$ cat src/design/mbrx_pkg.sv
package mbrx_pkg;

    // CRC-16 as used on the serial bus: reflected polynomial, all-ones start.
    localparam logic [15:0] CRC_INIT = 16'hFFFF;
    localparam logic [15:0] CRC_POLY = 16'hA001;

    // Function byte that has no length byte and a fixed four byte body.
    localparam logic [7:0] FN_FIXED     = 8'h06;
    localparam logic [8:0] FIXED_LEN    = 9'd4;
    localparam logic [8:0] FIXED_OFFSET = 9'd2;
    localparam logic [8:0] VAR_OFFSET   = 9'd3;
    localparam int         ERR_FUNC_BIT = 7;

    localparam logic [9:0] IDLE_MAX     = 10'd1023;
    localparam logic [9:0] TIMEOUT_RST  = 10'd50;

    // Configuration register indexes.
    localparam logic [2:0] REG_IDLE_TIMEOUT = 3'd0;
    localparam logic [2:0] REG_DEV_ADDR_0   = 3'd1;
    localparam logic [2:0] REG_DEV_ADDR_1   = 3'd2;
    localparam logic [2:0] REG_DEV_ADDR_2   = 3'd3;
    localparam logic [2:0] REG_DEV_ADDR_3   = 3'd4;
    localparam logic [2:0] REG_DEV_ENABLE   = 3'd5;

    // Result status codes.
    localparam logic [1:0] RES_GOOD = 2'd0;
    localparam logic [1:0] RES_CRC  = 2'd1;
    localparam logic [1:0] RES_LONG = 2'd2;

    typedef enum logic [2:0] {
        ST_IDLE,
        ST_DECODE,
        ST_CRC,
        ST_RD,
        ST_WR,
        ST_ONE
    } state_t;

    // What the captured item does to the frame.
    typedef enum logic [2:0] {
        ACT_TICK,
        ACT_CRC,
        ACT_HOLD,
        ACT_DROP,
        ACT_ERR_LEN,
        ACT_ERR_CRC,
        ACT_GOOD
    } act_t;

    typedef struct packed {
        logic load_item;
        logic exec;
        logic crc_shift;
        logic mem_rd;
        logic out_data;
        logic out_one;
    } cmd_t;

    typedef struct packed {
        act_t act;
        logic len_zero;
        logic crc_last;
        logic emit_last;
        logic out_free;
    } sts_t;

endpackage

$ cat src/design/mbrx_ctrl.sv
module mbrx_ctrl
    import mbrx_pkg::*;
(
    input  logic aclk,
    input  logic aresetn,
    input  logic s_tvalid,
    output logic s_tready,
    input  sts_t sts,
    output cmd_t cmd
);

    state_t state_reg;
    state_t state_next;

    always_ff @(posedge aclk) begin
        if (!aresetn) begin
            state_reg <= ST_IDLE;
        end else begin
            state_reg <= state_next;
        end
    end

    always_comb begin
        state_next = state_reg;
        cmd        = '0;
        s_tready   = 1'b0;
        unique case (state_reg)
            ST_IDLE: begin
                s_tready = 1'b1;
                if (s_tvalid) begin
                    cmd.load_item = 1'b1;
                    state_next    = ST_DECODE;
                end
            end
            ST_DECODE: begin
                cmd.exec = 1'b1;
                unique case (sts.act)
                    ACT_CRC:     state_next = ST_CRC;
                    ACT_GOOD:    state_next = sts.len_zero ? ST_ONE : ST_RD;
                    ACT_ERR_LEN: state_next = ST_ONE;
                    ACT_ERR_CRC: state_next = ST_ONE;
                    default:     state_next = ST_IDLE;
                endcase
            end
            ST_CRC: begin
                cmd.crc_shift = 1'b1;
                if (sts.crc_last) begin
                    state_next = ST_IDLE;
                end
            end
            ST_RD: begin
                cmd.mem_rd = 1'b1;
                state_next = ST_WR;
            end
            ST_WR: begin
                if (sts.out_free) begin
                    cmd.out_data = 1'b1;
                    state_next   = sts.emit_last ? ST_IDLE : ST_RD;
                end
            end
            ST_ONE: begin
                if (sts.out_free) begin
                    cmd.out_one = 1'b1;
                    state_next  = ST_IDLE;
                end
            end
            default: state_next = ST_IDLE;
        endcase
    end

`ifndef SYNTHESIS
    a_accept_decodes: assert property (@(posedge aclk) disable iff (!aresetn)
        (s_tvalid && s_tready) |=> (state_reg == ST_DECODE))
        else $error("accepted item not decoded in the next cycle");

    a_crc_entry: assert property (@(posedge aclk) disable iff (!aresetn)
        (state_reg == ST_DECODE && sts.act == ACT_CRC) |=> (state_reg == ST_CRC))
        else $error("CRC update did not start after a checked byte");

    a_crc_exit: assert property (@(posedge aclk) disable iff (!aresetn)
        (state_reg == ST_CRC && sts.crc_last) |=> (state_reg == ST_IDLE))
        else $error("CRC update ran past its eighth bit");

    a_out_free: assert property (@(posedge aclk) disable iff (!aresetn)
        (cmd.out_data || cmd.out_one) |-> sts.out_free)
        else $error("result loaded while the output register was still full");
`endif

endmodule

$ cat src/design/mbrx_dp.sv
module mbrx_dp
    import mbrx_pkg::*;
#(
    parameter int MAX_DATA     = 64,
    parameter int DEVICE_SLOTS = 4
) (
    input  logic        aclk,
    input  logic        aresetn,
    input  cmd_t        cmd,
    output sts_t        sts,
    input  logic        s_kind,
    input  logic [7:0]  s_byte,
    input  logic        cfg_valid,
    input  logic [2:0]  cfg_index,
    input  logic [9:0]  cfg_data,
    output logic        m_tvalid,
    input  logic        m_tready,
    output logic [47:0] m_tdata,
    output logic [2:0]  m_tuser,
    output logic        m_tlast
);

    localparam int FRAME_DEPTH = MAX_DATA + 5;
    localparam int CW = $clog2(FRAME_DEPTH + 1);
    localparam int AW = $clog2(MAX_DATA);

    // Configuration registers.
    logic [9:0] idle_timeout_reg;
    logic [7:0] dev_addr_reg [4];
    logic [3:0] dev_enable_reg;

    // Frame state.
    logic [CW-1:0] byte_count_reg;
    logic [15:0]   crc_reg;
    logic [9:0]    idle_ms_reg;
    logic [7:0]    addr_reg;
    logic [7:0]    func_reg;
    logic [7:0]    len_reg;
    logic [7:0]    crc_lo_reg;
    logic          kind_reg;
    logic [7:0]    rx_reg;
    logic [2:0]    bit_cnt_reg;
    logic [AW-1:0] emit_idx_reg;
    logic [7:0]    rdata_reg;
    logic [1:0]    res_status_reg;
    logic [7:0]    data_mem [MAX_DATA];

    // Output register.
    logic       m_valid_reg;
    logic [1:0] o_status_reg;
    logic [6:0] o_len_reg;
    logic [5:0] o_idx_reg;
    logic [7:0] o_byte_reg;
    logic       o_present_reg;
    logic [3:0] o_match_reg;
    logic       o_last_reg;
    logic [7:0] o_addr_reg;
    logic [7:0] o_func_reg;

    logic [CW+8:0] at_ext;
    logic [8:0]    at9;
    logic          overflow;
    logic          fixed;
    logic          len_byte_now;
    logic [7:0]    len_cur;
    logic [8:0]    cur_len9;
    logic [8:0]    emit_len9;
    logic [8:0]    off9;
    logic [8:0]    end9;
    logic [8:0]    diff9;
    logic          too_long;
    logic          crc_ok;
    logic          data_wr;
    logic [15:0]   crc_shifted;
    logic [9:0]    idle_inc;
    logic [3:0]    match;
    logic [AW+8:0] idx_ext;
    logic [AW+5:0] idx_out_ext;
    logic          out_free;
    act_t          act;

    assign at_ext       = {9'd0, byte_count_reg};
    assign overflow     = byte_count_reg >= CW'(FRAME_DEPTH);
    assign at9          = overflow ? 9'd0 : at_ext[8:0];
    assign fixed        = func_reg == FN_FIXED;
    assign len_byte_now = !fixed && at9 == 9'd2;
    assign len_cur      = len_byte_now ? rx_reg : len_reg;
    assign cur_len9     = fixed ? FIXED_LEN : {1'b0, len_cur};
    assign emit_len9    = fixed ? FIXED_LEN : {1'b0, len_reg};
    assign off9         = fixed ? FIXED_OFFSET : VAR_OFFSET;
    assign end9         = off9 + cur_len9;
    assign diff9        = at9 - off9;
    assign too_long     = len_byte_now && ({1'b0, rx_reg} > 9'(MAX_DATA));
    assign crc_ok       = crc_reg == {rx_reg, crc_lo_reg};
    assign crc_shifted  = crc_reg[0] ? ((crc_reg >> 1) ^ CRC_POLY) : (crc_reg >> 1);
    assign idle_inc     = (idle_ms_reg == IDLE_MAX) ? idle_ms_reg : idle_ms_reg + 10'd1;
    assign idx_ext      = {9'd0, emit_idx_reg};
    assign idx_out_ext  = {6'd0, emit_idx_reg};
    assign out_free     = !m_valid_reg || m_tready;

    always_comb begin
        priority if (kind_reg) begin
            act = ACT_TICK;
        end else if (at9 == 9'd0) begin
            act = ACT_CRC;
        end else if (at9 == 9'd1) begin
            act = rx_reg[ERR_FUNC_BIT] ? ACT_DROP : ACT_CRC;
        end else if (too_long) begin
            act = ACT_ERR_LEN;
        end else if (at9 < end9) begin
            act = ACT_CRC;
        end else if (at9 == end9) begin
            act = ACT_HOLD;
        end else if (crc_ok) begin
            act = ACT_GOOD;
        end else begin
            act = ACT_ERR_CRC;
        end
    end

    // The address and function header bytes sit below the data offset.
    assign data_wr = cmd.exec && act == ACT_CRC && at9 >= off9;

    always_comb begin
        for (int i = 0; i < 4; i++) begin
            match[i] = (i < DEVICE_SLOTS) && dev_enable_reg[i]
                       && dev_addr_reg[i] == addr_reg;
        end
    end

    assign sts.act       = act;
    assign sts.len_zero  = emit_len9 == 9'd0;
    assign sts.crc_last  = bit_cnt_reg == 3'd7;
    assign sts.emit_last = (idx_ext[8:0] + 9'd1) == emit_len9;
    assign sts.out_free  = out_free;

    always_ff @(posedge aclk) begin
        if (!aresetn) begin
            idle_timeout_reg <= TIMEOUT_RST;
            for (int i = 0; i < 4; i++) begin
                dev_addr_reg[i] <= 8'd0;
            end
            dev_enable_reg <= 4'd0;
        end else if (cfg_valid) begin
            case (cfg_index)
                REG_IDLE_TIMEOUT: idle_timeout_reg <= cfg_data;
                REG_DEV_ADDR_0:   dev_addr_reg[0] <= cfg_data[7:0];
                REG_DEV_ADDR_1:   dev_addr_reg[1] <= cfg_data[7:0];
                REG_DEV_ADDR_2:   dev_addr_reg[2] <= cfg_data[7:0];
                REG_DEV_ADDR_3:   dev_addr_reg[3] <= cfg_data[7:0];
                REG_DEV_ENABLE:   dev_enable_reg <= cfg_data[3:0];
                default: ;
            endcase
        end
    end

    always_ff @(posedge aclk) begin
        if (!aresetn) begin
            byte_count_reg <= '0;
            crc_reg        <= CRC_INIT;
            idle_ms_reg    <= 10'd0;
            bit_cnt_reg    <= 3'd0;
            emit_idx_reg   <= '0;
        end else if (cmd.exec) begin
            bit_cnt_reg  <= 3'd0;
            emit_idx_reg <= '0;
            unique case (act)
                ACT_TICK: begin
                    if (idle_inc > idle_timeout_reg) begin
                        byte_count_reg <= '0;
                        crc_reg        <= CRC_INIT;
                        idle_ms_reg    <= 10'd0;
                    end else begin
                        idle_ms_reg <= idle_inc;
                    end
                end
                ACT_CRC: begin
                    byte_count_reg <= CW'(at9 + 9'd1);
                    idle_ms_reg    <= 10'd0;
                    crc_reg        <= ((at9 == 9'd0) ? CRC_INIT : crc_reg) ^ {8'd0, rx_reg};
                end
                ACT_HOLD: begin
                    byte_count_reg <= CW'(at9 + 9'd1);
                    idle_ms_reg    <= 10'd0;
                end
                default: begin
                    byte_count_reg <= '0;
                    crc_reg        <= CRC_INIT;
                end
            endcase
        end else begin
            if (cmd.crc_shift) begin
                crc_reg     <= crc_shifted;
                bit_cnt_reg <= bit_cnt_reg + 3'd1;
            end
            if (cmd.out_data) begin
                emit_idx_reg <= emit_idx_reg + AW'(1);
            end
        end
    end

    always_ff @(posedge aclk) begin
        if (cmd.load_item) begin
            kind_reg <= s_kind;
            rx_reg   <= s_byte;
        end
        if (cmd.exec) begin
            if (act == ACT_CRC && at9 == 9'd0) begin
                addr_reg <= rx_reg;
            end
            if (act == ACT_CRC && at9 == 9'd1) begin
                func_reg <= rx_reg;
            end
            if ((act == ACT_CRC || act == ACT_ERR_LEN) && len_byte_now) begin
                len_reg <= rx_reg;
            end
            if (act == ACT_HOLD) begin
                crc_lo_reg <= rx_reg;
            end
            if (act == ACT_ERR_LEN) begin
                res_status_reg <= RES_LONG;
            end else if (act == ACT_ERR_CRC) begin
                res_status_reg <= RES_CRC;
            end else begin
                res_status_reg <= RES_GOOD;
            end
        end
    end

    always_ff @(posedge aclk) begin
        if (data_wr) begin
            data_mem[diff9[AW-1:0]] <= rx_reg;
        end
        if (cmd.mem_rd) begin
            rdata_reg <= data_mem[emit_idx_reg];
        end
    end

    always_ff @(posedge aclk) begin
        if (!aresetn) begin
            m_valid_reg <= 1'b0;
        end else if (cmd.out_data || cmd.out_one) begin
            m_valid_reg <= 1'b1;
        end else if (m_tready) begin
            m_valid_reg <= 1'b0;
        end
    end

    always_ff @(posedge aclk) begin
        if (cmd.out_data || cmd.out_one) begin
            o_addr_reg <= addr_reg;
            o_func_reg <= func_reg;
            o_len_reg  <= emit_len9[6:0];
        end
        if (cmd.out_data) begin
            o_status_reg  <= RES_GOOD;
            o_idx_reg     <= idx_out_ext[5:0];
            o_byte_reg    <= rdata_reg;
            o_present_reg <= 1'b1;
            o_match_reg   <= match;
            o_last_reg    <= sts.emit_last;
        end else if (cmd.out_one) begin
            o_status_reg  <= res_status_reg;
            o_idx_reg     <= 6'd0;
            o_byte_reg    <= 8'd0;
            o_present_reg <= 1'b0;
            o_match_reg   <= (res_status_reg == RES_GOOD) ? match : 4'd0;
            o_last_reg    <= 1'b1;
        end
    end

    assign m_tvalid = m_valid_reg;
    assign m_tdata  = {7'd0, o_match_reg, o_byte_reg, o_idx_reg, o_len_reg,
                       o_func_reg, o_addr_reg};
    assign m_tuser  = {o_present_reg, o_status_reg};
    assign m_tlast  = o_last_reg;

endmodule

$ cat src/design/modbus_rtu_frame_receiver.sv
// Channel | Direction | Handshake            | Payload
// s_      | in        | s_tvalid / s_tready  | tdata: rx_byte; tuser: func (1 = ms tick)
// m_      | out       | m_tvalid / m_tready  | tdata: header, index, byte, match; tuser; tlast
// cfg_    | in        | cfg_valid / cfg_ready| cfg_index selects register, cfg_data value
//
// A tick passes from idle through decode; a byte that enters the CRC then goes through the
// bit-serial CRC unit that handles one bit per cycle; a byte only stored or dropped ends at
// decode. A byte that ends a frame with a single item waits for a free output register; a
// good frame with data emits one item per registered data buffer read, each held on a stall.
// Reset (aresetn low at a clock edge) empties the frame and restores register defaults.
// A stalled output holds its item; the next input is taken once the current one is done.
module modbus_rtu_frame_receiver
    import mbrx_pkg::*;
#(
    parameter int MAX_DATA     = 64,
    parameter int DEVICE_SLOTS = 4
) (
    input  logic        aclk,
    input  logic        aresetn,
    input  logic        s_tvalid,
    output logic        s_tready,
    input  logic [7:0]  s_tdata,   // [7:0] rx_byte
    input  logic [0:0]  s_tuser,   // [0] func
    output logic        m_tvalid,
    input  logic        m_tready,
    // [7:0] frame_address, [15:8] function_code, [22:16] data_length,
    // [28:23] data_index, [36:29] data_byte, [40:37] device_match, rest zero
    output logic [47:0] m_tdata,
    output logic [2:0]  m_tuser,   // [1:0] status, [2] data_present
    output logic        m_tlast,
    input  logic        cfg_valid,
    output logic        cfg_ready,
    input  logic [2:0]  cfg_index,
    input  logic [9:0]  cfg_data
);

    cmd_t cmd;
    sts_t sts;

    assign cfg_ready = 1'b1;

    mbrx_ctrl u_ctrl (
        .aclk     (aclk),
        .aresetn  (aresetn),
        .s_tvalid (s_tvalid),
        .s_tready (s_tready),
        .sts      (sts),
        .cmd      (cmd)
    );

    mbrx_dp #(
        .MAX_DATA     (MAX_DATA),
        .DEVICE_SLOTS (DEVICE_SLOTS)
    ) u_dp (
        .aclk      (aclk),
        .aresetn   (aresetn),
        .cmd       (cmd),
        .sts       (sts),
        .s_kind    (s_tuser[0]),
        .s_byte    (s_tdata),
        .cfg_valid (cfg_valid && cfg_ready),
        .cfg_index (cfg_index),
        .cfg_data  (cfg_data),
        .m_tvalid  (m_tvalid),
        .m_tready  (m_tready),
        .m_tdata   (m_tdata),
        .m_tuser   (m_tuser),
        .m_tlast   (m_tlast)
    );

endmodule
$ cat config.mk
export PLATFORM = sky130hd
export DESIGN_NAME = modbus_rtu_frame_receiver
export DESIGN_NICKNAME = d
export VERILOG_FILES = /design/src/design/mbrx_pkg.sv /design/src/design/mbrx_ctrl.sv /design/src/design/mbrx_dp.sv /design/src/design/modbus_rtu_frame_receiver.sv
export SDC_FILE = /design/constraint.sdc
export NUM_CORES = 1
export LEC_CHECK = 0
export BUFFER_PORTS_ARGS = -buffer_cell sky130_fd_sc_hd__buf_2
export CORE_ASPECT_RATIO = 1.1
export CORE_UTILIZATION = 40
export CTS_CLUSTER_SIZE = 16
export DETAILED_ROUTE_END_ITERATION = 10
export HOLD_SLACK_MARGIN = 0.08
export MAX_ROUTING_LAYER = met4
export PLACE_DENSITY = 0.66
export SLEW_MARGIN = 30
export SYNTH_ARGS = -nofsm -noshare
export SYNTH_HDL_FRONTEND = slang
export SYNTH_HIERARCHICAL = 1
export SYNTH_SLANG_ARGS = --single-unit
$ cat constraint.sdc
create_clock -name aclk -period 8.64 [get_ports aclk]
set_input_delay 1.728 -clock aclk [delete_from_list [all_inputs] [get_ports aclk]]
set_output_delay 1.728 -clock aclk [all_outputs]
set_load 0.02 [all_outputs]
# After elaboration in Yosys (flattened, before gate mapping)
# Memory sizes are Yosys's and may differ from the RTL's. A register that Yosys moved wholly into a read port is not among the register bits.
# Index checks and enable logic that the tools add are counted.
# classes
addsub,7
magnitude_cmp,5
n_eq_ne,34
n_mux,76
n_bitwise,7
reduce_logical,39
# op_table
op,count
2-to-1 mux 16 bit,5
2-to-1 mux 8 bit,9
case mux 16 bit (3 select lines),1
2-to-1 mux 1 bit,34
2-to-1 mux 3 bit,11
equality test 8 bit,4
"equality test 3 bit, second input constant",8
2-to-1 mux 10 bit,2
case mux 10 bit (2 select lines),1
logical NOT 9 bit,2
case mux 3 bit (6 select lines),1
equality test 16 bit,1
AND reduction 2 bit,8
bitwise XOR 16 x 8 -> 16 bit,1
"equality test 3 x 2 -> 1 bit, second input constant",5
2-to-1 mux 7 bit,2
case mux 7 bit (2 select lines),1
2-to-1 mux 4 bit,3
2-to-1 mux 6 bit,2
logical AND 1 bit,11
"adder 10 x 1 -> 10 bit, second input constant",1
"equality test 10 bit, second input constant",1
greater-than comparator 10 bit,1
adder 9 bit,1
31 further kinds,52
# totals
ff_bits,148
ram_bits,544
input_bits,27
out_inout_bits,55
wordCells,195
memories,2
# memory_table
memory,words,width,read_ports,rd_ports_with_merged_regs,write_ports,line,source
u_dp.data_mem,64,8,1,1,1,mbrx_dp.sv:46,logic [7:0] data_mem [MAX_DATA];
u_dp.dev_addr_reg,4,8,4,0,4,mbrx_dp.sv:29,logic [7:0] dev_addr_reg [4];

# Logic depth before layout (Yosys ltp)
# Gate-level depths: netlist of the first run.
# logic_depth
word_depth,19
depth_mapped,25
mapped_depth_nobuf,23

# Modules after synthesis
# Netlist of the first run, hierarchy kept.
# modules_own_cells
mod,n_inst,cells_per_inst,area_each_um2,seq_area_each_um2
mbrx_dp,1,1665,28841.4,20329.5
mbrx_ctrl,1,36,332.8,60.1
modbus_rtu_frame_receiver,1,2,11.3,0.0

# Worst setup path after synthesis of the first run
# No wires, ideal clock.
# synth_path
path_kind,reg-to-reg
from,reg u_dp.byte_count_reg[2]
to,reg u_dp.len_reg[0] (enable)
setup_time_ns,0.395
arrival_ns,5.319
required_ns,8.245
slack_ns,2.926
stages_incl_launch_ff,22
n_path_buf,2
period_less_slack_ns,5.714
cell_sequence,dfxtp_1 buf_2 o21ai_0 a21o_2 and2_1 ha_1 nand2_1 clkbuf_1 a21oi_1 or2_2 ha_1 nor3_1 a211oi_1 a2111o_1 ha_1 nor3_1 o21ai_0 o22ai_1 nor2_1 a21oi_1 xor2_1 nor4_1
# synth_rtl
element,line,source
from (decl),mbrx_dp.sv:33,logic [CW-1:0] byte_count_reg;
from (signal assigned),mbrx_dp.sv:178,byte_count_reg <= CW'(at9 + 9'd1);
from (signal assigned),mbrx_dp.sv:183,byte_count_reg <= CW'(at9 + 9'd1);
to (signal assigned),mbrx_dp.sv:215,len_reg <= rx_reg;
to (decl),mbrx_dp.sv:38,logic [7:0] len_reg;

# Worst setup path in the final report of the first run
# layout_path
from,reg u_dp.byte_count_reg[3]
to,mem u_dp.data_mem[11][3] (enable)
# layout_between
elab_chain_len,19
elab_cells_between_ends,25
classes_between,add/sub: 2; order compare: 3; eq/ne: 4; mux: 11; reduce/logical: 5
# layout_lines
element,line,source
>= comparator 7 bit,mbrx_dp.sv:83,assign overflow = byte_count_reg >= CW'(FRAME_DEPTH);
2-to-1 mux 7 bit (*),mbrx_dp.sv:84,assign at9 = overflow ? 9'd0 : at_ext[8:0];
"parallel branches: the longest is 17 deep, another holds adder 9 bit",--,
to (decl),mbrx_dp.sv:46,
# Every way passes the cells marked *.

==> report_table.html, run 1 <==
<table>
<tr><th>Metric</th><th>Value</th></tr>
<tr><th colspan="2">Layout</th></tr>
<tr><td>Final instance count without filler cells</td><td>2781</td></tr>
<tr><td>Max FFs per register</td><td>512</td></tr>
<tr><td>Fill cell count</td><td>6029</td></tr>
<tr><td>Proportion of layout cells with a drive suffix above 1</td><td>22.8%</td></tr>
<tr><td>Register area</td><td>0.0204 mm^2</td></tr>
<tr><td>Multi-input logic area</td><td>0.00826 mm^2</td></tr>
<tr><td>Signed area change from the synthesized netlist to the final layout</td><td>13.0%</td></tr>
<tr><td>Final non-filler cell area</td><td>0.0330 mm^2</td></tr>
<tr><td>Total inserted antenna cells</td><td>0</td></tr>
<tr><td>Net total in the final layout</td><td>1840</td></tr>
<tr><th colspan="2">Global route</th></tr>
<tr><td>Wire length of the first global-routing pass</td><td>106000 um</td></tr>
<tr><td>Maximum number of pins on one net before global-route repair</td><td>124</td></tr>
<tr><td>Total global routing track utilization</td><td>20.2%</td></tr>
<tr><td>Total congestion overflow</td><td>0</td></tr>
<tr><td>Number of antenna violations at the first check in global routing</td><td>1</td></tr>
<tr><td>Vias in the first global route</td><td>15940</td></tr>
<tr><th colspan="2">STA</th></tr>
<tr><td>Final setup violation count</td><td>0</td></tr>
<tr><td>Peak Freq</td><td>144 MHz</td></tr>
<tr><td>Setup repair after global routing missed its margin</td><td>no</td></tr>
<tr><td>Final Cycle Share</td><td>80.1%</td></tr>
<tr><td>Slew Limit Fails</td><td>0</td></tr>
<tr><td>Clock skew</td><td>0.0281 ns</td></tr>
<tr><td>Total negative slack</td><td>0 ns</td></tr>
<tr><td>Worst slew margin</td><td>34.5%</td></tr>
<tr><td>Slew of the pin with the lowest slew margin</td><td>0.980 ns</td></tr>
<tr><td>Final number of hold-violating endpoints</td><td>0</td></tr>
<tr><td>Minimum clock period</td><td>6.92 ns</td></tr>
<tr><th colspan="2">Clock network</th></tr>
<tr><td>Number of CTS-inserted buffers</td><td>68</td></tr>
<tr><td>Clock latency at the later pin of the worst-skew pair</td><td>0.62 ns</td></tr>
<tr><td>Post-CTS setup buffer count</td><td>0</td></tr>
<tr><td>Clk Tree Root Cell</td><td>sky130_fd_sc_hd__clkbuf_16</td></tr>
<tr><td>CTS tree</td><td>yes</td></tr>
<tr><td>H-tree depth</td><td>3</td></tr>
<tr><td>Clock slew seen by the registers of the worst setup and hold paths</td><td>0.07 ns</td></tr>
<tr><td>Number of gates given a new drive strength after cts</td><td>0</td></tr>
<tr><td>Cts-stage hold buffer count</td><td>0</td></tr>
<tr><td>CTS Sinks</td><td>700</td></tr>
<tr><td>Longest Clk Path Bufs</td><td>3</td></tr>
<tr><th colspan="2">Synth</th></tr>
<tr><td>Synthesized area</td><td>0.0292 mm^2</td></tr>
<tr><td>Avg Cell Area, Syn</td><td>17.1 um^2</td></tr>
<tr><td>Number of enable flip-flop cells after synthesis</td><td>637</td></tr>
<tr><td>Part of the Yosys area used for sequential elements</td><td>69.9%</td></tr>
<tr><td>Flip-flop cell with the highest count after synthesis</td><td>sky130_fd_sc_hd__edfxtp_1</td></tr>
<tr><td>Async set-or-reset flop fraction in the synthesized netlist</td><td>0%</td></tr>
<tr><td>Gate count after technology mapping</td><td>1703</td></tr>
<tr><td>Post-synthesis register bit count</td><td>700</td></tr>
<tr><td>Yosys warning count</td><td>6</td></tr>
<tr><td>Number of distinct library cells after synthesis</td><td>79</td></tr>
<tr><th colspan="2">Pwr</th></tr>
<tr><td>Power density over cell area</td><td>217 mW/mm^2</td></tr>
<tr><td>Leakage Power</td><td>0.0104 uW</td></tr>
<tr><td>Maximum VDD drop</td><td>0.000124 V</td></tr>
<tr><th colspan="2">Die</th></tr>
<tr><td>Placement row count</td><td>103</td></tr>
<tr><td>DIE AREA</td><td>0.0740 mm^2</td></tr>
<tr><td>Area of the placeable core</td><td>0.0720 mm^2</td></tr>
<tr><td>Die width</td><td>260 um</td></tr>
<tr><td>DIE HEIGHT</td><td>285 um</td></tr>
<tr><td>Total I/O pin count</td><td>82</td></tr>
<tr><td>Effective utilization at floorplan</td><td>40.5%</td></tr>
<tr><th colspan="2">Setup path</th></tr>
<tr><td>Kind of capture point of the worst setup path</td><td>flop</td></tr>
<tr><td>Worst Reg-to-Reg Cells</td><td>21</td></tr>
<tr><td>CP arrival</td><td>7.16 ns</td></tr>
<tr><td>Register-to-register path setup slack</td><td>1.72 ns</td></tr>
<tr><td>Critical path launch point</td><td>u_dp/byte_count_reg[3]</td></tr>
<tr><td>Capturing point of the worst reg2reg path</td><td>u_dp/data_mem[11][3]</td></tr>
<tr><td>CP Launch Type</td><td>flop</td></tr>
<tr><td>Max FO, Critical Path</td><td>15</td></tr>
<tr><td>Critical path required time</td><td>8.88 ns</td></tr>
<tr><td>Worst setup path category</td><td>flop to flop</td></tr>
<tr><td>Reg-to-reg startpoint</td><td>u_dp/byte_count_reg[3]</td></tr>
<tr><th colspan="2">Place</th></tr>
<tr><td>Final weighted congestion in routability-driven placement</td><td>0.916</td></tr>
<tr><td>Count of port buffers added during placement</td><td>73</td></tr>
<tr><td>Instance area at placement</td><td>0.0306 mm^2</td></tr>
<tr><td>DPL Wire Length</td><td>45600 um</td></tr>
<tr><td>Placed cells</td><td>2658</td></tr>
<tr><th colspan="2">Route</th></tr>
<tr><td>Drt first-iter violations</td><td>1732</td></tr>
<tr><td>Number of iterations in the first detailed-routing pass</td><td>5</td></tr>
<tr><td>Routed vias/inst</td><td>5.75</td></tr>
<tr><td>Routed WL per cell</td><td>26.0 um</td></tr>
<tr><td>Residual DRC count</td><td>0</td></tr>
<tr><td>Via count of the routed design</td><td>15993</td></tr>
<tr><td>Count of antenna-violating nets left after detailed routing</td><td>0</td></tr>
<tr><td>Routed Wire Length</td><td>72200 um</td></tr>
<tr><th colspan="2">Worst hold path</th></tr>
<tr><td>Number of instances on the worst hold path</td><td>0</td></tr>
<tr><td>Hold Crit Class</td><td>flop to flop</td></tr>
<tr><td>Worst hold path endpoint</td><td>u_dp/o_func_reg[0]</td></tr>
<tr><td>Worst hold start</td><td>u_dp/func_reg[0]</td></tr>
<tr><th colspan="2">Run</th></tr>
<tr><td>Maximum capacitance violations</td><td>0</td></tr>
<tr><th colspan="2">Run status</th></tr>
<tr><td>Status</td><td>complete, no violations</td></tr>
</table>
-- critical path, stage by stage, from the launching register on --
cell                       delay (ns)
sky130_fd_sc_hd__dfxtp_1         0.48
sky130_fd_sc_hd__nor3_2          0.36
sky130_fd_sc_hd__a21o_2          0.28
sky130_fd_sc_hd__and2_1          0.27
sky130_fd_sc_hd__ha_1            0.27
sky130_fd_sc_hd__nand2_1         0.33
sky130_fd_sc_hd__nor2_1          0.18
sky130_fd_sc_hd__a21oi_1         0.07
sky130_fd_sc_hd__or2_2           0.30
sky130_fd_sc_hd__ha_1            0.28
sky130_fd_sc_hd__nor3_1          0.33
sky130_fd_sc_hd__a211oi_1        0.12
sky130_fd_sc_hd__a2111o_1        0.41
sky130_fd_sc_hd__ha_1            0.22
sky130_fd_sc_hd__nor3_1          0.16
sky130_fd_sc_hd__o21ai_0         0.10
sky130_fd_sc_hd__o22ai_1         0.32
sky130_fd_sc_hd__nor2_1          0.14
sky130_fd_sc_hd__a211o_1         0.44
sky130_fd_sc_hd__buf_4           0.28
sky130_fd_sc_hd__nand3b_1        0.48
sky130_fd_sc_hd__nor2_1          0.69
-- layer usage --
layer,routed length (um),global-route usage [%],vias to the layer above
met5,0,-,-
met4,2130,6.71,0
met3,5360,3.12,136
met2,36100,33.3,772
met1,28600,25.4,8287
li1,-,-,6798
-- layout make-up --
| type | instances | share of cell area [%] |
|---|---|---|
| flip-flops and latches | 700 | 61.8 |
| multi-input cells | 879 | 25.0 |
| clock buffers | 77 | 5.45 |
| clock inverters | 44 | 1.74 |
| well taps | 945 | 3.58 |
| inverters | 33 | 0.379 |
| repair buffers | 103 | 1.95 |
-- through the flow --
stage	utilization (%)	setup slack (ns)	hold WS (ns)	power, uW
floorplan	-	2.93	0.417	3970
global placement	42.4	1.98	0.426	4080
detailed placement	42.4	1.86	0.435	4090
CTS	45.7	1.82	0.447	7200
global route	45.8	1.28	0.457	7340
finish	45.8	1.72	0.451	7140
-- Yosys cell counts, types with 10 or more instances --
cell	number	area share, %
sky130_fd_sc_hd__buf_1	12	0.15
sky130_fd_sc_hd__mux2i_1	29	0.99
sky130_fd_sc_hd__xnor2_1	51	1.5
sky130_fd_sc_hd__xor2_1	39	1.2
sky130_fd_sc_hd__nor4_1	15	0.32
sky130_fd_sc_hd__a21oi_1	30	0.51
sky130_fd_sc_hd__clkbuf_1	56	0.72
sky130_fd_sc_hd__nand3_1	26	0.45
sky130_fd_sc_hd__nand2_1	81	1.0
sky130_fd_sc_hd__mux2_2	10	0.39
sky130_fd_sc_hd__dfxtp_1	63	4.3
sky130_fd_sc_hd__nand4_1	10	0.21
sky130_fd_sc_hd__buf_4	12	0.31
sky130_fd_sc_hd__nor2_1	147	1.9
sky130_fd_sc_hd__edfxtp_1	637	66
sky130_fd_sc_hd__buf_2	12	0.21
sky130_fd_sc_hd__ha_1	28	1.2
sky130_fd_sc_hd__mux4_2	160	12
sky130_fd_sc_hd__nor3_1	10	0.17
sky130_fd_sc_hd__and2_1	54	1.2
sky130_fd_sc_hd__o21ai_0	34	0.58
sky130_fd_sc_hd__inv_1	32	0.41
-- where the power goes --
part / switching, uW / internal [uW] / total [uW]
Sequential: 28.2 / 3740 / 3760
Combinational: 182 / 65.2 / 247
Clock: 1310 / 1830 / 3130
-- kinds of logic (layout without fill, tap and decap cells) --
logic type / count (synthesis) / count (layout) / share of synthesized area [%]
buf+inv: 130 / 257 / 1.98
simple gates: 406 / 406 / 6.89
compound gates: 148 / 148 / 3.61
other cells: 2 / 8 / 0.0257
fa+ha+maj: 28 / 28 / 1.20
flops: 700 / 700 / 69.9
mux: 199 / 199 / 13.7
xor+xnor: 90 / 90 / 2.70
-- worst max path at each step --
| stage | cells past startpoint | end | slack (ns) |
|---|---|---|---|
| 2_1_floorplan | 21 | u_dp/len_reg[0] | 2.93 |
| 3_3_place_gp | 21 | u_dp/data_mem[5][3] | 1.98 |
| 3_5_place_dp | 21 | u_dp/data_mem[15][0] | 1.86 |
| 4_1_cts | 21 | u_dp/data_mem[15][0] | 1.82 |
| 5_1_grt | 21 | u_dp/data_mem[10][3] | 1.28 |
| 6_report | 21 | u_dp/data_mem[11][3] | 1.72 |
-- cells in the final DEF (no fill, tap or decap), types with 7 or more instances in the layout --
cell	count
sky130_fd_sc_hd__nand2_1	81
sky130_fd_sc_hd__xnor2_1	51
sky130_fd_sc_hd__clkinv_2	11
sky130_fd_sc_hd__buf_2	73
sky130_fd_sc_hd__nor3_1	10
sky130_fd_sc_hd__ha_1	28
sky130_fd_sc_hd__dfxtp_1	60
sky130_fd_sc_hd__o21ai_0	30
sky130_fd_sc_hd__mux2_2	10
sky130_fd_sc_hd__mux2i_1	29
sky130_fd_sc_hd__or3_1	7
sky130_fd_sc_hd__nor4_1	15
sky130_fd_sc_hd__nand4_1	10
sky130_fd_sc_hd__and3_1	7
sky130_fd_sc_hd__clkinv_1	7
sky130_fd_sc_hd__clkinvlp_4	7
sky130_fd_sc_hd__and2_1	54
sky130_fd_sc_hd__xor2_1	39
sky130_fd_sc_hd__nand3_1	25
sky130_fd_sc_hd__bufinv_16	10
sky130_fd_sc_hd__mux4_2	160
sky130_fd_sc_hd__buf_4	26
sky130_fd_sc_hd__edfxtp_1	637
sky130_fd_sc_hd__inv_1	31
sky130_fd_sc_hd__o22ai_1	8
sky130_fd_sc_hd__a21oi_1	30
sky130_fd_sc_hd__a32o_1	9
sky130_fd_sc_hd__clkbuf_16	70
sky130_fd_sc_hd__nor2_1	147
sky130_fd_sc_hd__conb_1	8
sky130_fd_sc_hd__o211ai_1	8
Power figures use the tool's default switching activity.
==> run 2: changes to the inputs <==
Settings changed: PLACE_DENSITY 0.66 to 0.68.
Clock period 8.64 ns to 5.62 ns, I/O delays scaled along.
==> report_table.html, run 2 (synthesis results as in run 1) <==
<table>
<tr><th>Metric</th><th>Value</th></tr>
<tr><th colspan="2">Setup path</th></tr>
<tr><td>Max FO, Critical Path</td><td>12</td></tr>
<tr><td>Termination of the worst setup path</td><td>u_dp/data_mem[60][6]</td></tr>
<tr><td>CP arrival</td><td>5.62 ns</td></tr>
<tr><td>Worst setup path category</td><td>flop to flop</td></tr>
<tr><td>Register-to-register path setup slack</td><td>0.26 ns</td></tr>
<tr><td>CP Launch Type</td><td>flop</td></tr>
<tr><td>Capturing point of the worst reg2reg path</td><td>u_dp/data_mem[60][6]</td></tr>
<tr><td>Kind of capture point of the worst setup path</td><td>flop</td></tr>
<tr><td>Worst Reg-to-Reg Cells</td><td>19</td></tr>
<tr><td>Reg-to-reg startpoint</td><td>u_dp/byte_count_reg[6]</td></tr>
<tr><td>Critical path launch point</td><td>u_dp/byte_count_reg[6]</td></tr>
<tr><td>Critical path required time</td><td>5.88 ns</td></tr>
<tr><th colspan="2">Layout</th></tr>
<tr><td>Total inserted antenna cells</td><td>0</td></tr>
<tr><td>Max FFs per register</td><td>512</td></tr>
<tr><td>Share of the core filled with cells in the final layout</td><td>46.8%</td></tr>
<tr><td>Highest-count cells in the layout ignoring fill and taps</td><td>sky130_fd_sc_hd__edfxtp_1 (637), sky130_fd_sc_hd__mux4_2 (160), sky130_fd_sc_hd__nor2_1 (131)</td></tr>
<tr><td>Commonest non-fill, non-tap cell in the layout</td><td>sky130_fd_sc_hd__edfxtp_1</td></tr>
<tr><td>Fill cell count</td><td>5935</td></tr>
<tr><td>Net total in the final layout</td><td>1915</td></tr>
<tr><td>Proportion of layout cells with a drive suffix above 1</td><td>26.7%</td></tr>
<tr><td>Signed area change from the synthesized netlist to the final layout</td><td>15.6%</td></tr>
<tr><th colspan="2">Route</th></tr>
<tr><td>Count of antenna-violating nets left after detailed routing</td><td>0</td></tr>
<tr><td>Routed WL per cell</td><td>24.9 um</td></tr>
<tr><td>Via count of the routed design</td><td>16191</td></tr>
<tr><td>Residual DRC count</td><td>0</td></tr>
<tr><td>Drt first-iter violations</td><td>1966</td></tr>
<tr><td>Number of iterations in the first detailed-routing pass</td><td>5</td></tr>
<tr><td>Routed Wire Length</td><td>71300 um</td></tr>
<tr><td>Routed vias/inst</td><td>5.65</td></tr>
<tr><th colspan="2">STA</th></tr>
<tr><td>Minimum clock period</td><td>5.36 ns</td></tr>
<tr><td>Peak Freq</td><td>186 MHz</td></tr>
<tr><td>Clock skew</td><td>0.0285 ns</td></tr>
<tr><td>Final Cycle Share</td><td>95.4%</td></tr>
<tr><td>Fin worst setup slack</td><td>0.256 ns</td></tr>
<tr><td>Setup repair after global routing missed its margin</td><td>no</td></tr>
<tr><td>Final number of hold-violating endpoints</td><td>0</td></tr>
<tr><td>Final setup violation count</td><td>0</td></tr>
<tr><td>Slew Limit Fails</td><td>0</td></tr>
<tr><td>Slew of the pin with the lowest slew margin</td><td>1.09 ns</td></tr>
<tr><td>Worst slew margin</td><td>27.4%</td></tr>
<tr><th colspan="2">Global route</th></tr>
<tr><td>Wire length of the first global-routing pass</td><td>107000 um</td></tr>
<tr><td>Total congestion overflow</td><td>0</td></tr>
<tr><td>Maximum number of pins on one net before global-route repair</td><td>67</td></tr>
<tr><td>Number of antenna violations at the first check in global routing</td><td>1</td></tr>
<tr><td>Vias in the first global route</td><td>16079</td></tr>
<tr><td>Total global routing track utilization</td><td>20.0%</td></tr>
<tr><th colspan="2">Clock network</th></tr>
<tr><td>Clk Tree Root Cell</td><td>sky130_fd_sc_hd__clkbuf_16</td></tr>
<tr><td>Clock slew seen by the registers of the worst setup and hold paths</td><td>0.07 ns</td></tr>
<tr><td>Number of CTS-inserted buffers</td><td>72</td></tr>
<tr><td>CTS Sinks</td><td>700</td></tr>
<tr><td>Clock latency at the later pin of the worst-skew pair</td><td>0.62 ns</td></tr>
<tr><td>Longest Clk Path Bufs</td><td>3</td></tr>
<tr><td>H-tree depth</td><td>3</td></tr>
<tr><td>Cts-stage hold buffer count</td><td>0</td></tr>
<tr><td>CTS tree</td><td>yes</td></tr>
<tr><th colspan="2">Die</th></tr>
<tr><td>Total I/O pin count</td><td>82</td></tr>
<tr><td>Die width</td><td>260 um</td></tr>
<tr><td>DIE HEIGHT</td><td>285 um</td></tr>
<tr><td>Area of the placeable core</td><td>0.0720 mm^2</td></tr>
<tr><td>DIE AREA</td><td>0.0740 mm^2</td></tr>
<tr><td>Placement row count</td><td>103</td></tr>
<tr><td>Effective utilization at floorplan</td><td>40.5%</td></tr>
<tr><th colspan="2">Place</th></tr>
<tr><td>DPL Wire Length</td><td>45400 um</td></tr>
<tr><td>Setup Slack @ Placement</td><td>-0.0547 ns</td></tr>
<tr><td>Final weighted congestion in routability-driven placement</td><td>0.958</td></tr>
<tr><td>Count of port buffers added during placement</td><td>73</td></tr>
<tr><th colspan="2">Worst hold path</th></tr>
<tr><td>Hold Crit Class</td><td>flop to flop</td></tr>
<tr><th colspan="2">Pwr</th></tr>
<tr><td>Power density over cell area</td><td>327 mW/mm^2</td></tr>
<tr><td>Maximum VDD drop</td><td>0.000172 V</td></tr>
<tr><td>Leakage Power</td><td>0.0109 uW</td></tr>
<tr><th colspan="2">Run</th></tr>
<tr><td>Maximum capacitance violations</td><td>0</td></tr>
<tr><th colspan="2">Run status</th></tr>
<tr><td>Status</td><td>complete, no violations</td></tr>
</table>
[run 2: cell types whose count changed in the layout (fill, tap and decap cells not counted), moves of 6 or more]
cell and change:
sky130_fd_sc_hd__buf_4 +72, sky130_fd_sc_hd__nor2_1 -16, sky130_fd_sc_hd__nor2_4 +14, sky130_fd_sc_hd__clkbuf_1 +8, sky130_fd_sc_hd__clkbuf_16 +6, sky130_fd_sc_hd__clkinv_1 +6
sky130_fd_sc_hd__or3_1 -6, sky130_fd_sc_hd__or3_4 +6
[run 2: layer usage]
metal  part of all wire, %  vias up  global-route usage (%)
met2                    49      824                    31.4
met5                     0        -                       -
met4                   3.6        0                    7.91
met1                    40     8246                    26.0
li1                      -     6969                       -
met3                   7.9      152                    3.44
[run 2: layout make-up]
type / instances / area [um^2] / share of cell area [%]
Multi-Input combinational cell: 879 / 8420 / 25.0
Inverter: 33 / 126 / 0.375
Tap cell: 945 / 1180 / 3.51
Timing Repair Buffer: 174 / 1170 / 3.46
Clock buffer: 95 / 2030 / 6.03
Clock inverter: 38 / 397 / 1.18
Sequential cell: 700 / 20400 / 60.5
[run 2: power breakdown]
part / internal, uW / switching [uW] / total (uW)
Sequential: 5740 / 48.3 / 5790
Clock: 2880 / 1980 / 4860
Combinational: 103 / 273 / 376
Total: 8730 / 2300 / 11000
[run 2: worst min path at each step]
stage	from	to	slack, ns	depth (start not counted)
6_report	u_dp/func_reg[6]	u_dp/o_func_reg[6]	0.45	0
5_1_grt	u_dp/func_reg[7]	u_dp/o_func_reg[7]	0.45	0
4_1_cts	u_dp/func_reg[4]	u_dp/o_func_reg[4]	0.44	0
3_5_place_dp	u_dp/func_reg[4]	u_dp/o_func_reg[4]	0.43	0
3_3_place_gp	u_dp/func_reg[6]	u_dp/o_func_reg[6]	0.42	0
2_1_floorplan	u_dp/func_reg[6]	u_dp/o_func_reg[6]	0.42	0
[run 2: stage by stage]
| step | power (uW) | cells | hold slack, ns | setup TNS [ns] | instance area [um^2] |
|---|---|---|---|---|---|
| 4_1_cts | 11100 | 2862 | 0.444 | -2.33 | 33600 |
| 6_report | 11000 | 2864 | 0.447 | 0 | 33700 |
| 3_3_place_gp | 6270 | 2729 | 0.423 | 0 | 31100 |
| 3_5_place_dp | 6280 | 2729 | 0.430 | -0.913 | 31100 |
| 2_1_floorplan | 6110 | 1709 | 0.417 | -13.69 | 29300 |
| 5_1_grt | 11300 | 2864 | 0.451 | 0 | 33700 |
[run 2: what timing repair did]
item                                    4_1_cts  5_1_grt
endpoints found under the setup margin       92      527
gates resized for setup                       7       21
setup buffers                                 0        1
pin swaps                                     0        1
[run 2: worst max-delay path: stages, from the launching register on]
cell and delay, ns:
sky130_fd_sc_hd__dfxtp_2 0.36, sky130_fd_sc_hd__or2_2 0.32, sky130_fd_sc_hd__or4_4 0.44, sky130_fd_sc_hd__nand2_2 0.09, sky130_fd_sc_hd__nand2_1 0.12, sky130_fd_sc_hd__buf_4 0.21
sky130_fd_sc_hd__mux2_2 0.23, sky130_fd_sc_hd__nand2_1 0.06, sky130_fd_sc_hd__ha_1 0.20, sky130_fd_sc_hd__nor3_2 0.23, sky130_fd_sc_hd__a211oi_1 0.11, sky130_fd_sc_hd__a2111o_1 0.41
sky130_fd_sc_hd__ha_1 0.23, sky130_fd_sc_hd__nor3_1 0.19, sky130_fd_sc_hd__o21ai_0 0.12, sky130_fd_sc_hd__o22ai_1 0.24, sky130_fd_sc_hd__nor2_1 0.11, sky130_fd_sc_hd__a211o_4 0.45
sky130_fd_sc_hd__or3_4 0.51, sky130_fd_sc_hd__nor2_2 0.36
